===== src/rtl/sdtq_pkg.sv =====
// Package with types and constants of the sorted deadline timer queue.
package sdtq_pkg;

	localparam int NumTimersDefault = 16;
	localparam int IdW = 4;
	localparam logic [62:0] TMax = {63{1'b1}};

	typedef enum logic [1:0] {
		ACT_TICK  = 2'd0,
		ACT_START = 2'd1,
		ACT_STOP  = 2'd2,
		ACT_NONE  = 2'd3
	} action_t;

	typedef struct packed {
		logic [1:0]         action;
		logic [IdW-1:0]     timer_id;
		logic signed [63:0] interval;
		logic               periodic;
		logic               deferred;
		logic [62:0]        now;
	} req_t;

	typedef struct packed {
		logic           kind;
		logic [IdW-1:0] expired_id;
		logic           expired_deferred;
		logic           device_enabled;
		logic           next_valid;
		logic [62:0]    next_delay;
		logic           last;
	} rsp_t;

	localparam logic KIND_EXPIRED = 1'b0;
	localparam logic KIND_STATUS  = 1'b1;

endpackage


===== src/rtl/sdtq_ram.sv =====
// Synchronous memory with one write port and one registered read port.
module sdtq_ram #(
	parameter int Depth = 16,
	parameter int Width = 64
) (
	input  logic                     clk,
	input  logic                     we,
	input  logic [$clog2(Depth)-1:0] waddr,
	input  logic [Width-1:0]         wdata,
	input  logic [$clog2(Depth)-1:0] raddr,
	output logic [Width-1:0]         rdata
);
	logic [Width-1:0] mem [Depth];

	// Write and read in one clocked block; read data is registered.
	always_ff @(posedge clk) begin
		if (we) begin
			mem[waddr] <= wdata;
		end
		rdata <= mem[raddr];
	end
endmodule


===== src/rtl/sorted_deadline_timer_queue.sv =====
// Top level of the sorted deadline timer queue.
// Usage:
//   An input request (action, timer_id, interval, periodic, deferred, now) is
//   taken when in_valid is high and in_stall is low. A tick request returns
//   one expired report per due timer, soonest first, and then a status
//   result; start and stop requests return only the status result, marked by
//   last. The output channel holds out_valid until out_stall is low.
//   Deadlines and periods sit in two synchronous memories with a registered
//   read; the ordered list is a small register array of slot numbers.
// Request flow:
//   One request at a time. A start walks the list entry by entry (memory
//   read, then compare), plus the stop walk when it restarts an armed timer.
//   A tick removes the expired timers one by one; a periodic one is read
//   back for its period and re-inserted by its own walk. Stop walks the list
//   until it finds the timer. The memory read latency sets the step.
// Reset:
//   arst_n clears the list, the armed flags and the engine; the tick device
//   comes up enabled and one-shot. Memories are not cleared.
// Stall:
//   While out_stall is high the result is held; the engine waits only when it has a new result to give.
// Configuration:
//   cfg_valid/cfg_ready write device_periodic; ready is high when idle.
module sorted_deadline_timer_queue #(
	parameter int NUM_TIMERS = sdtq_pkg::NumTimersDefault
) (
	input  logic             clk,
	input  logic             arst_n,
	input  logic             in_valid,
	output logic             in_stall,
	input  sdtq_pkg::req_t   in_data,
	output logic             out_valid,
	input  logic             out_stall,
	output sdtq_pkg::rsp_t   out_data,
	input  logic             cfg_valid,
	output logic             cfg_ready,
	input  logic             cfg_data
);
	localparam int AW = (NUM_TIMERS > 1) ? $clog2(NUM_TIMERS) : 1;
	localparam int CW = $clog2(NUM_TIMERS + 1);

	typedef enum logic [3:0] {
		S_IDLE, S_STOP_FIND, S_START, S_INS_RD, S_INS_CMP, S_INS_SHIFT,
		S_TICK_RD, S_TICK_CMP, S_TICK_EMIT, S_TICK_PER, S_STAT_RD, S_STATUS,
		S_WAIT
	} state_t;

	state_t           state_q, ret_q;
	sdtq_pkg::req_t   req_q;
	logic             dev_per_q;
	logic             tick_en_q;
	logic [CW-1:0]    cnt_q;
	logic [AW-1:0]    order_q [NUM_TIMERS];
	logic [NUM_TIMERS-1:0] armed_q, per_q, def_q, done_q;
	logic [CW-1:0]    pos_q;
	logic [AW-1:0]    slot_q;
	logic [62:0]      new_dl_q;
	logic             nv_q;
	logic [62:0]      nd_q;
	logic             ins_mode_q; // 1 when insertion is from a start
	sdtq_pkg::rsp_t   out_q;
	logic             out_v_q;

	// Memory ports.
	logic             dl_we, pl_we;
	logic [AW-1:0]    dl_wa, dl_ra, pl_wa, pl_ra;
	logic [62:0]      dl_wd, dl_rd;
	logic [62:0]      pl_wd, pl_rd;

	sdtq_ram #(.Depth(NUM_TIMERS), .Width(63)) u_dl (
		.clk(clk), .we(dl_we), .waddr(dl_wa), .wdata(dl_wd),
		.raddr(dl_ra), .rdata(dl_rd));
	sdtq_ram #(.Depth(NUM_TIMERS), .Width(63)) u_pl (
		.clk(clk), .we(pl_we), .waddr(pl_wa), .wdata(pl_wd),
		.raddr(pl_ra), .rdata(pl_rd));

	logic [AW-1:0] id_a;
	logic          id_ok;
	logic          pos_len;
	logic [63:0]   sum_start, sum_per;
	logic [62:0]   sat_start, sat_per;
	logic [AW-1:0] head;
	logic [AW-1:0] rd_slot;
	logic          tick_en_idle;

	assign id_a    = req_q.timer_id[AW-1:0];
	assign id_ok   = ({28'd0, req_q.timer_id} < 32'(NUM_TIMERS));
	assign pos_len = (req_q.interval != 64'sd0) && !req_q.interval[63];
	assign sum_start = {1'b0, req_q.now} + {1'b0, req_q.interval[62:0]};
	assign sat_start = sum_start[63] ? sdtq_pkg::TMax : sum_start[62:0];
	assign sum_per   = {1'b0, req_q.now} + {1'b0, pl_rd};
	assign sat_per   = sum_per[63] ? sdtq_pkg::TMax : sum_per[62:0];
	assign head      = order_q[0];
	assign rd_slot   = order_q[pos_q[AW-1:0]];

	// Device enable as seen by a request taken together with a register write.
	assign tick_en_idle = cfg_valid ? (!cfg_data || (cnt_q != '0)) : tick_en_q;

	// Memory port control.
	always_comb begin
		dl_we = 1'b0;
		dl_wa = slot_q;
		dl_wd = new_dl_q;
		pl_we = 1'b0;
		pl_wa = id_a;
		pl_wd = req_q.interval[62:0];
		dl_ra = rd_slot;
		pl_ra = slot_q;
		case (state_q)
			S_START: begin
				pl_we = id_ok && pos_len && (req_q.action == sdtq_pkg::ACT_START);
			end
			S_INS_SHIFT: dl_we = 1'b1;
			S_TICK_RD, S_STAT_RD: dl_ra = head;
			default: ;
		endcase
	end

	assign in_stall  = (state_q != S_IDLE);
	assign cfg_ready = (state_q == S_IDLE);
	assign out_valid = out_v_q;
	assign out_data  = out_q;

	logic [62:0] delay_v;
	assign delay_v = (dl_rd > req_q.now) ? (dl_rd - req_q.now) : 63'd1;

	// Control state, list and registered outputs.
	always_ff @(posedge clk or negedge arst_n) begin
		if (!arst_n) begin
			state_q   <= S_IDLE;
			ret_q     <= S_IDLE;
			req_q     <= '0;
			dev_per_q <= 1'b0;
			tick_en_q <= 1'b1;
			cnt_q     <= '0;
			for (int i = 0; i < NUM_TIMERS; i++) begin
				order_q[i] <= '0;
			end
			armed_q   <= '0;
			per_q     <= '0;
			def_q     <= '0;
			done_q    <= '0;
			pos_q     <= '0;
			slot_q    <= '0;
			new_dl_q  <= '0;
			out_q     <= '0;
			out_v_q   <= 1'b0;
			nv_q      <= 1'b0;
			nd_q      <= '0;
			ins_mode_q <= 1'b0;
		end else begin
			if (out_v_q && !out_stall) begin
				out_v_q <= 1'b0;
			end
			case (state_q)
				S_IDLE: begin
					if (cfg_valid) begin
						dev_per_q <= cfg_data;
						tick_en_q <= tick_en_idle;
					end
					if (in_valid) begin
						req_q  <= in_data;
						nv_q   <= 1'b0;
						nd_q   <= '0;
						pos_q  <= '0;
						done_q <= '0;
						slot_q <= in_data.timer_id[AW-1:0];
						case (in_data.action)
							sdtq_pkg::ACT_TICK: begin
								state_q <= tick_en_idle ? S_TICK_RD : S_STATUS;
							end
							sdtq_pkg::ACT_START, sdtq_pkg::ACT_STOP: state_q <= S_STOP_FIND;
							default: state_q <= S_STATUS;
						endcase
					end
				end
				// Stop phase: remove the timer from the list by shifting up.
				S_STOP_FIND: begin
					if (id_ok && armed_q[id_a] &&
						((req_q.action == sdtq_pkg::ACT_STOP) || pos_len)) begin
						if (order_q[pos_q[AW-1:0]] == id_a) begin
							for (int i = 0; i < NUM_TIMERS - 1; i++) begin
								if (CW'(i) >= pos_q) order_q[i] <= order_q[i+1];
							end
							cnt_q <= cnt_q - CW'(1);
							armed_q[id_a] <= 1'b0;
							if (!dev_per_q) begin
								if (pos_q == '0 && cnt_q > CW'(1)) begin
									nv_q <= 1'b1;
									ret_q <= S_START;
									state_q <= S_STAT_RD;
								end else begin
									state_q <= S_START;
								end
							end else begin
								if (cnt_q == CW'(1)) tick_en_q <= 1'b0;
								state_q <= S_START;
							end
						end else begin
							pos_q <= pos_q + CW'(1);
						end
					end else begin
						state_q <= S_START;
					end
				end
				// Start phase: record the slot and begin the ordered insertion.
				S_START: begin
					if (id_ok && pos_len && (req_q.action == sdtq_pkg::ACT_START)) begin
						per_q[id_a] <= req_q.periodic;
						def_q[id_a] <= req_q.deferred;
						slot_q      <= id_a;
						new_dl_q    <= sat_start;
						pos_q       <= '0;
						ins_mode_q  <= 1'b1;
						state_q     <= S_INS_RD;
					end else begin
						state_q <= S_STATUS;
					end
				end
				S_INS_RD: begin
					state_q <= (pos_q < cnt_q) ? S_INS_CMP : S_INS_SHIFT;
				end
				S_INS_CMP: begin
					if (dl_rd <= new_dl_q) begin
						pos_q <= pos_q + CW'(1);
						state_q <= S_INS_RD;
					end else begin
						state_q <= S_INS_SHIFT;
					end
				end
				// Open a hole at pos_q and place the slot there.
				S_INS_SHIFT: begin
					for (int i = 1; i < NUM_TIMERS; i++) begin
						if (CW'(i) > pos_q) order_q[i] <= order_q[i-1];
					end
					order_q[pos_q[AW-1:0]] <= slot_q;
					cnt_q <= cnt_q + CW'(1);
					armed_q[slot_q] <= 1'b1;
					if (ins_mode_q) begin
						if (!dev_per_q) begin
							if (pos_q == '0) begin
								nv_q <= 1'b1;
								nd_q <= (new_dl_q > req_q.now) ?
									(new_dl_q - req_q.now) : 63'd1;
							end
						end else begin
							tick_en_q <= 1'b1;
						end
						state_q <= S_STATUS;
					end else begin
						pos_q <= '0;
						state_q <= S_TICK_RD;
					end
				end
				// Tick: read the head deadline and check for expiry.
				S_TICK_RD: begin
					state_q <= (cnt_q != '0) ? S_TICK_CMP : S_TICK_PER;
					if (cnt_q == '0) ret_q <= S_IDLE;
				end
				S_TICK_CMP: begin
					if (done_q[head] || (req_q.now < dl_rd)) begin
						ret_q   <= S_IDLE;
						state_q <= S_TICK_PER;
					end else begin
						slot_q <= head;
						done_q[head] <= 1'b1;
						for (int i = 0; i < NUM_TIMERS - 1; i++) begin
							order_q[i] <= order_q[i+1];
						end
						cnt_q <= cnt_q - CW'(1);
						armed_q[head] <= 1'b0;
						state_q <= S_TICK_EMIT;
					end
				end
				S_TICK_EMIT: begin
					if (!out_v_q || !out_stall) begin
						out_v_q <= 1'b1;
						out_q   <= '{kind: sdtq_pkg::KIND_EXPIRED, expired_id:
							sdtq_pkg::IdW'(slot_q), expired_deferred: def_q[slot_q],
							device_enabled: 1'b0, next_valid: 1'b0,
							next_delay: '0, last: 1'b0};
						if (per_q[slot_q]) begin
							state_q <= S_WAIT;
							ret_q   <= S_TICK_PER;
						end else begin
							state_q <= S_TICK_RD;
						end
					end
				end
				S_WAIT: begin
					// Period memory read for slot_q lands this cycle.
					new_dl_q <= sat_per;
					ins_mode_q <= 1'b0;
					pos_q <= '0;
					state_q <= S_INS_RD;
				end
				// End of tick walk: work out device state and delay.
				S_TICK_PER: begin
					if (!dev_per_q) begin
						if (cnt_q != '0) begin
							nv_q <= 1'b1;
							ret_q <= S_STATUS;
							state_q <= S_STAT_RD;
						end else begin
							state_q <= S_STATUS;
						end
					end else begin
						if (cnt_q == '0) tick_en_q <= 1'b0;
						state_q <= S_STATUS;
					end
				end
				S_STAT_RD: begin
					// The head is the read address in this state; its deadline is valid in S_WAIT.
					state_q <= S_WAIT;
					ret_q   <= ret_q;
				end
				S_STATUS: begin
					if (!out_v_q || !out_stall) begin
						out_v_q <= 1'b1;
						out_q   <= '{kind: sdtq_pkg::KIND_STATUS, expired_id: '0,
							expired_deferred: 1'b0, device_enabled: tick_en_q,
							next_valid: nv_q, next_delay: nv_q ? nd_q : '0,
							last: 1'b1};
						state_q <= S_IDLE;
					end
				end
				default: state_q <= S_IDLE;
			endcase
			// Delay capture after a head read (S_STAT_RD then S_WAIT).
			if (state_q == S_WAIT && ret_q != S_TICK_PER) begin
				nd_q    <= delay_v;
				state_q <= ret_q;
			end
		end
	end
endmodule


===== config.mk =====
export PLATFORM = sky130hd
export DESIGN_NAME = sorted_deadline_timer_queue
export DESIGN_NICKNAME = d
export VERILOG_FILES = /design/src/rtl/sdtq_pkg.sv /design/src/rtl/sdtq_ram.sv /design/src/rtl/sorted_deadline_timer_queue.sv
export SDC_FILE = /design/constraint.sdc
export NUM_CORES = 2
export LEC_CHECK = 0
export BUFFER_PORTS_ARGS = -buffer_cell sky130_fd_sc_hd__buf_4
export CAP_MARGIN = 20
export CORE_ASPECT_RATIO = 1.4
export CORE_UTILIZATION = 57
export DETAILED_ROUTE_END_ITERATION = 10
export GPL_ROUTABILITY_DRIVEN = 1
export PLACE_DENSITY = 0.76
export SYNTH_ARGS = -nofsm -noshare
export SYNTH_HDL_FRONTEND = slang
export SYNTH_SLANG_ARGS = --single-unit

===== constraint.sdc =====
create_clock -name clk -period 6.7 [get_ports clk]
set_input_delay 0.67 -clock clk [delete_from_list [all_inputs] [get_ports clk]]
set_output_delay 0.67 -clock clk [all_outputs]
set_load 0.02 [all_outputs]

Word level (Yosys, flattened, before mapping)
Memories as Yosys holds them, arrays and structs flattened. A register that Yosys moved wholly into a read port is not among the register bits.
Cells that the tools add are included.
{"block": "word_totals", "ramBits": 2016, "input_bits": 141, "output_inout_bits": 75, "word_cells": 412, "register_bits": 488, "memories": 2}
{"name": "u_dl.mem", "depth": 16, "word_bits": 63, "read_ports": 1, "rd_clocked_by_memory_dff": 1, "write_ports": 1, "line_no": "sdtq_ram.sv:13", "source": "logic [Width-1:0] mem [Depth];"}
{"name": "u_pl.mem", "depth": 16, "word_bits": 63, "read_ports": 1, "rd_clocked_by_memory_dff": 1, "write_ports": 1, "line_no": "sdtq_ram.sv:13"}
{"block": "op_classes", "magnitude_cmp": 44, "add_sub_neg": 7, "n_eq_ne": 67, "reduce_logical": 66, "muxes": 174, "n_bitwise": 7}
{"op": "63-bit two-way mux", "count": 11}
{"op": "4-bit two-way mux", "count": 76}
{"op": "63-bit case mux with 2 select lines", "count": 2}
{"op": "60-bit two-way mux", "count": 3}
{"op": "60-bit case mux with 3 select lines", "count": 1}
{"op": "72-bit two-way mux", "count": 2}
{"op": "72-bit case mux with 2 select lines", "count": 1}
{"op": "63-bit by 63-bit adder with 64-bit output", "count": 2}
{"op": "63-bit > comparator", "count": 2}
{"op": "63-bit subtractor", "count": 2}
{"op": "2-bit inequality test, second input constant", "count": 41}
{"op": "16-bit two-way mux", "count": 5}
{"op": "5-bit AND reduction", "count": 16}
{"op": "64-bit bitwise mux", "count": 1}
{"op": "64-bit nonzero test", "count": 1}
{"op": "63-bit <= comparator", "count": 1}
{"op": "63-bit < comparator", "count": 1}
{"op": "4-bit case mux with 13 select lines", "count": 1}
{"op": "16-bit case mux with 3 select lines", "count": 1}
{"op": "5-bit two-way mux", "count": 9}
{"op": "4-bit by 5-bit > comparator with 1-bit output, first input constant", "count": 8}
{"op": "1-bit two-way mux", "count": 40}
{"op": "4-bit by 5-bit greater-or-equal comparator with 1-bit output, first input constant", "count": 7}
{"op": "16-bit bitwise AND", "count": 2}
{"op": "other kinds (60)", "count": 129}

Logic depth before layout (Yosys ltp)
{"block": "logic_depth", "depth_word": 9, "mapped_depth": 18, "ltp_nobuf": 16}

Modules after synthesis
From an unflattened synthesis, not the netlist that was laid out.
{"block": "hier_totals", "cells_unflattened": 7988, "hier_area_um2": 117931.9}
{"mod": "sdtq_ram", "n_inst": 2, "area_each_um2": 38989.9, "seq_area_each_um2": 31530.2, "cells_per_inst": 1622}
{"mod": "sorted_deadline_timer_queue", "n_inst": 1, "area_each_um2": 39952.1, "seq_area_each_um2": 12137.9, "cells_per_inst": 4744}

Worst setup path before layout
Ideal clock, no wire load.
{"block": "synth_timing", "path_type": "reg-to-reg", "from": "register req_q, in the netlist pl_wd[1]", "to": "register def_q[12]", "setup_time_ns": 0.087, "synth_period_minus_slack_ns": 6.958, "slack_ns": -0.258, "n_path_buf": 1, "stages_incl_launch_ff": 9, "arrival_time_ns": 6.871, "t_required_ns": 6.613, "cell_sequence": "dfrtp_1 nor4_1 nand4_1 o41ai_1 or3b_2 or2_2 clkbuf_1 nor3_1 mux2_2"}
{"block": "synth_between", "elab_chain_len": 4}
{"element": "start, declared", "line_no": "sorted_deadline_timer_queue.sv:48", "source": "sdtq_pkg::req_t req_q;"}
{"element": "start signal, assigned", "line_no": "sorted_deadline_timer_queue.sv:161", "source": "req_q <= in_data;"}
{"element": "64-bit nonzero test", "line_no": "sorted_deadline_timer_queue.sv:87", "source": "assign pos_len = (req_q.interval != 64'sd0) && !req_q.interval[63];"}
{"element": "1-bit logical AND", "line_no": "sorted_deadline_timer_queue.sv:87"}
{"element": "1-bit logical AND", "line_no": "sorted_deadline_timer_queue.sv:207", "source": "if (id_ok && pos_len && (req_q.action == sdtq_pkg::ACT_START)) begin"}
{"element": "2-bit AND reduction (no source line)"}
{"element": "end signal, assigned by index", "line_no": "sorted_deadline_timer_queue.sv:209", "source": "def_q[id_a] <= req_q.deferred;"}
{"element": "end, declared", "line_no": "sorted_deadline_timer_queue.sv:53", "source": "logic [NUM_TIMERS-1:0] armed_q, per_q, def_q, done_q;"}
No other way between the ends.
A chain may end at the register's enable or synchronous reset.

Worst setup path in the final report
{"block": "layout_timing", "from": "register req_q[1] (netlist bit)", "to": "register armed_q[2]"}
{"block": "layout_between", "elab_chain_len": 4}
{"element": "63-bit < comparator", "line_no": "sorted_deadline_timer_queue.sv:260", "source": "if (done_q[head] || (req_q.now < dl_rd)) begin"}
{"element": "1-bit logical OR", "line_no": "sorted_deadline_timer_queue.sv:260"}
{"element": "2-bit inequality test (no source line)"}
{"element": "4-bit AND reduction (no source line)"}
{"element": "end signal, assigned by index", "line_no": "sorted_deadline_timer_queue.sv:185", "source": "armed_q[id_a] <= 1'b0;"}
{"element": "end signal, assigned by index", "line_no": "sorted_deadline_timer_queue.sv:237", "source": "armed_q[slot_q] <= 1'b1;"}
{"element": "end signal, assigned by index", "line_no": "sorted_deadline_timer_queue.sv:270", "source": "armed_q[head] <= 1'b0;"}
{"element": "end, declared", "line_no": "sorted_deadline_timer_queue.sv:53"}
No other way between the ends.

==> metrics.txt <==
status completed; WL/cell approximately 30 µm; # DRC 0; sequential fraction of the synthesis area 0.632; Pre-Repair DR Iteration Count 6; worst r2r dst armed_q[2]; first-pass GRT wire length between 500 and 600 mm; worst endpoint data arrival time around 6.4 ns; worst skew pair latency between 0.9 and 1 ns; Final #Nets 9628; Core Rows 198; full die area ~210000 µm²; Setup crit start kind flip-flop; PwrDens 518 nW/µm²; Sinks on Clock Net about 2600; setup_tns 0 ns; top cell type's share of synthesized area 0.509; GRT Overall Usage 0.341; Hold Crit Endpoint req_q[134]; synth unique cells 92; Crit Reg-Reg Startpoint req_q[1]; clock root cell clkbuf_16; fin util 0.639; measured slew at the worst slew-check pin roughly 1.3 ns; Avg Vias per Cell 6.71; fmax 0.178 GHz; Mapped Cells ~9000; number of global-route vias before repair between 70000 and 80000; async set-or-reset flop fraction in the synthesized netlist 0.185; Num CTS Buffers ~240; post-synth top area cell edfxtp_1; Max Cap Violations 0; YS warnings 0; Synth Flop Type edfxtp_1; RSZ-0062 raised after global routing no; maximum vdd drop around 360 µV; Core ar. roughly 210000 µm²; post-synthesis area per instance ~13 µm²; FF+latch count, synth ~2600; most area-consuming cells after synthesis edfxtp_1 51%, dfrtp_1 10%, mux4_2 6.7%; Syn Std Cell Area about 120000 µm²; Hold Vio Cnt, Final 0; Setup-failing EPs final 0; syn nets between 9000 and 10000; I/O pins approximately 220; hold depth 3; Hold Crit Class input port to flip-flop; Power Total 0.0687 W; Slew HR 0.156; number of synthesized flops with an enable pin about 2000; RD Place Congestion a little under 1; Vias 81002; post-DP HPWL between 200 and 250 mm; minimum clock period after layout around 5.6 ns; clock buffer depth 4; TritonCTS clock tree done; final setup skew 0.0730 ns; critical path peak fanout 20; initial antenna violation count 20; Die Ht between 500 and 600 µm; total grt overflow 0; share of layout cells above drive strength 1 0.137; DRT iter0 DRCs approximately 10000; Area Overhead vs Synth 11.6%; final wirelength roughly 360 mm; R2R depth 16; critical setup path kind flip-flop to flip-flop; H-tree depth 4; worst reg2reg setup slack 1.07 ns; Initial Util 0.573; fin crit share 0.840; count of pins over their slew limit 0; leakage 48.5 nW; Final ANT Viol Nets 0; required time worst endpoint around 7.4 ns; clock slew seen by the registers of the worst setup and hold paths ~0.070 ns; Horiz. Die Dim just under 400 µm; largest net degree at the start of global routing 219; Setup crit end kind flip-flop; I/O Buffers around 220; hold_sp in_data[134]
## power by group
part,internal (W),total (W),switching [W],leakage [nW]
combinational,0.0111,0.0298,0.0188,19.0
clock,0.00787,0.0141,0.00621,3.89
sequential,0.0210,0.0248,0.00383,25.6
total,0.0399,0.0687,0.0288,48.5
## final cells by class
cell class | instances | area, µm²
flip-flops and latches | 2627 | 75200
repair buffers | 444 | 4100
fillers | 14798 | 74900
inverters | 213 | 800
diodes | 11 | 27.5
multi-input cells | 5631 | 41200
clock inverters | 129 | 1540
well taps | 2700 | 3380
clock buffers | 314 | 6510
## synthesized netlist by cell type (all sizes together) (126+ instances only)
cell type,n
a211oi,338
a21o,177
a21oi,484
a311oi,135
a31oi,220
and2,288
clkbuf,453
dfrtp,484
dfxtp,126
edfxtp,2016
ha,328
inv,212
mux4,355
nand2,1208
nand3,174
nor2,394
o21ai,393
xnor2,140
## worst max-delay path by stage
stage,start,to,slack (ns),cells after the start
6_report,req_q[1],armed_q[2],1.07,16
3_3_place_gp,req_q[1],armed_q[5],1.27,16
5_1_grt,req_q[1],armed_q[0],0.80,16
2_1_floorplan,pl_wd[1],def_q[12],-0.26,8
4_1_cts,req_q[1],armed_q[14],1.0,16
3_5_place_dp,req_q[1],armed_q[14],1.08,16
## registers in the layout (all words and copies together) (netlist names), 16 cells and up
signal	cells
u_dl.mem	1008
u_pl.mem	1008
out_data	71
req_q	68
dl_wd	63
nd_q	63
pl_wd	63
u_dl.rdata	63
u_pl.rdata	63
order_q	60
armed_q	16
def_q	16
done_q	16
per_q	16
## per-stage QoR
stage               hold WS [ns]  setup WS (ns)  instances  instance area (µm²)
floorplan                  0.374         -0.258       9026               119000
global placement           0.446           1.27      11547               124000
detailed placement         0.459           1.08      11548               124000
CTS                     0.000427          0.999      12055               133000
global route              0.0112          0.797      12059               133000
finish                    0.0309           1.07      12069               133000
## routing by layer
layer / part of all wire / routed length, µm / track usage / vias up
li1: - / - / - / 34665
met1: 0.37 / 134000 / 0.444 / 40470
met2: 0.49 / 177000 / 0.564 / 4888
met3: 0.094 / 34000 / 0.0571 / 967
met4: 0.050 / 18100 / 0.156 / 12
met5: 0.00024 / 87 / 0 / -
## cells in the final DEF, fill, tap and decap left out, types with 284 or more instances in the layout
| cell | instances |
|---|---|
| edfxtp_1 | 2016 |
| nand2_1 | 1206 |
| a21oi_1 | 484 |
| dfrtp_1 | 480 |
| o21ai_0 | 376 |
| nor2_1 | 368 |
| mux4_2 | 355 |
| a211oi_1 | 337 |
| buf_4 | 330 |
| ha_1 | 328 |
| and2_1 | 284 |
## cells by family (layout without fill, tap and decap cells)
family | after synthesis | in the layout | synth area share
DFF | 2627 | 2627 | 0.632
and+or+nand+nor | 2429 | 2429 | 0.0921
AOI/OAI and AO/OA | 2190 | 2190 | 0.123
buffers and inverters | 768 | 1100 | 0.0249
muxes | 436 | 436 | 0.0748
adders and majority gates | 333 | 333 | 0.0352
xor gates and xnor gates | 243 | 243 | 0.0179
other | 0 | 11 | 0
## timing repair
action / in CTS / in global routing
hold endpoints to repair: 178 / 0
hold buffers: 64 / 0
buffers inserted: 0 / 0
gates resized for setup: 0 / 0
## critical path, cell delays in order (launching register included)
cell	delay, ns
dfrtp_1	0.39
inv_1	0.06
buf_4	0.19
ha_1	0.31
nor2b_1	0.15
o21bai_1	0.31
a21oi_1	0.25
o31ai_1	0.57
o21ai_1	0.41
a31oi_1	0.64
o211ai_1	0.27
a211oi_2	0.55
nor2_1	0.16
nor2_1	0.15
buf_4	0.30
nand2_1	0.41
o22a_1	0.32
Power figures use the tool's default switching activity.
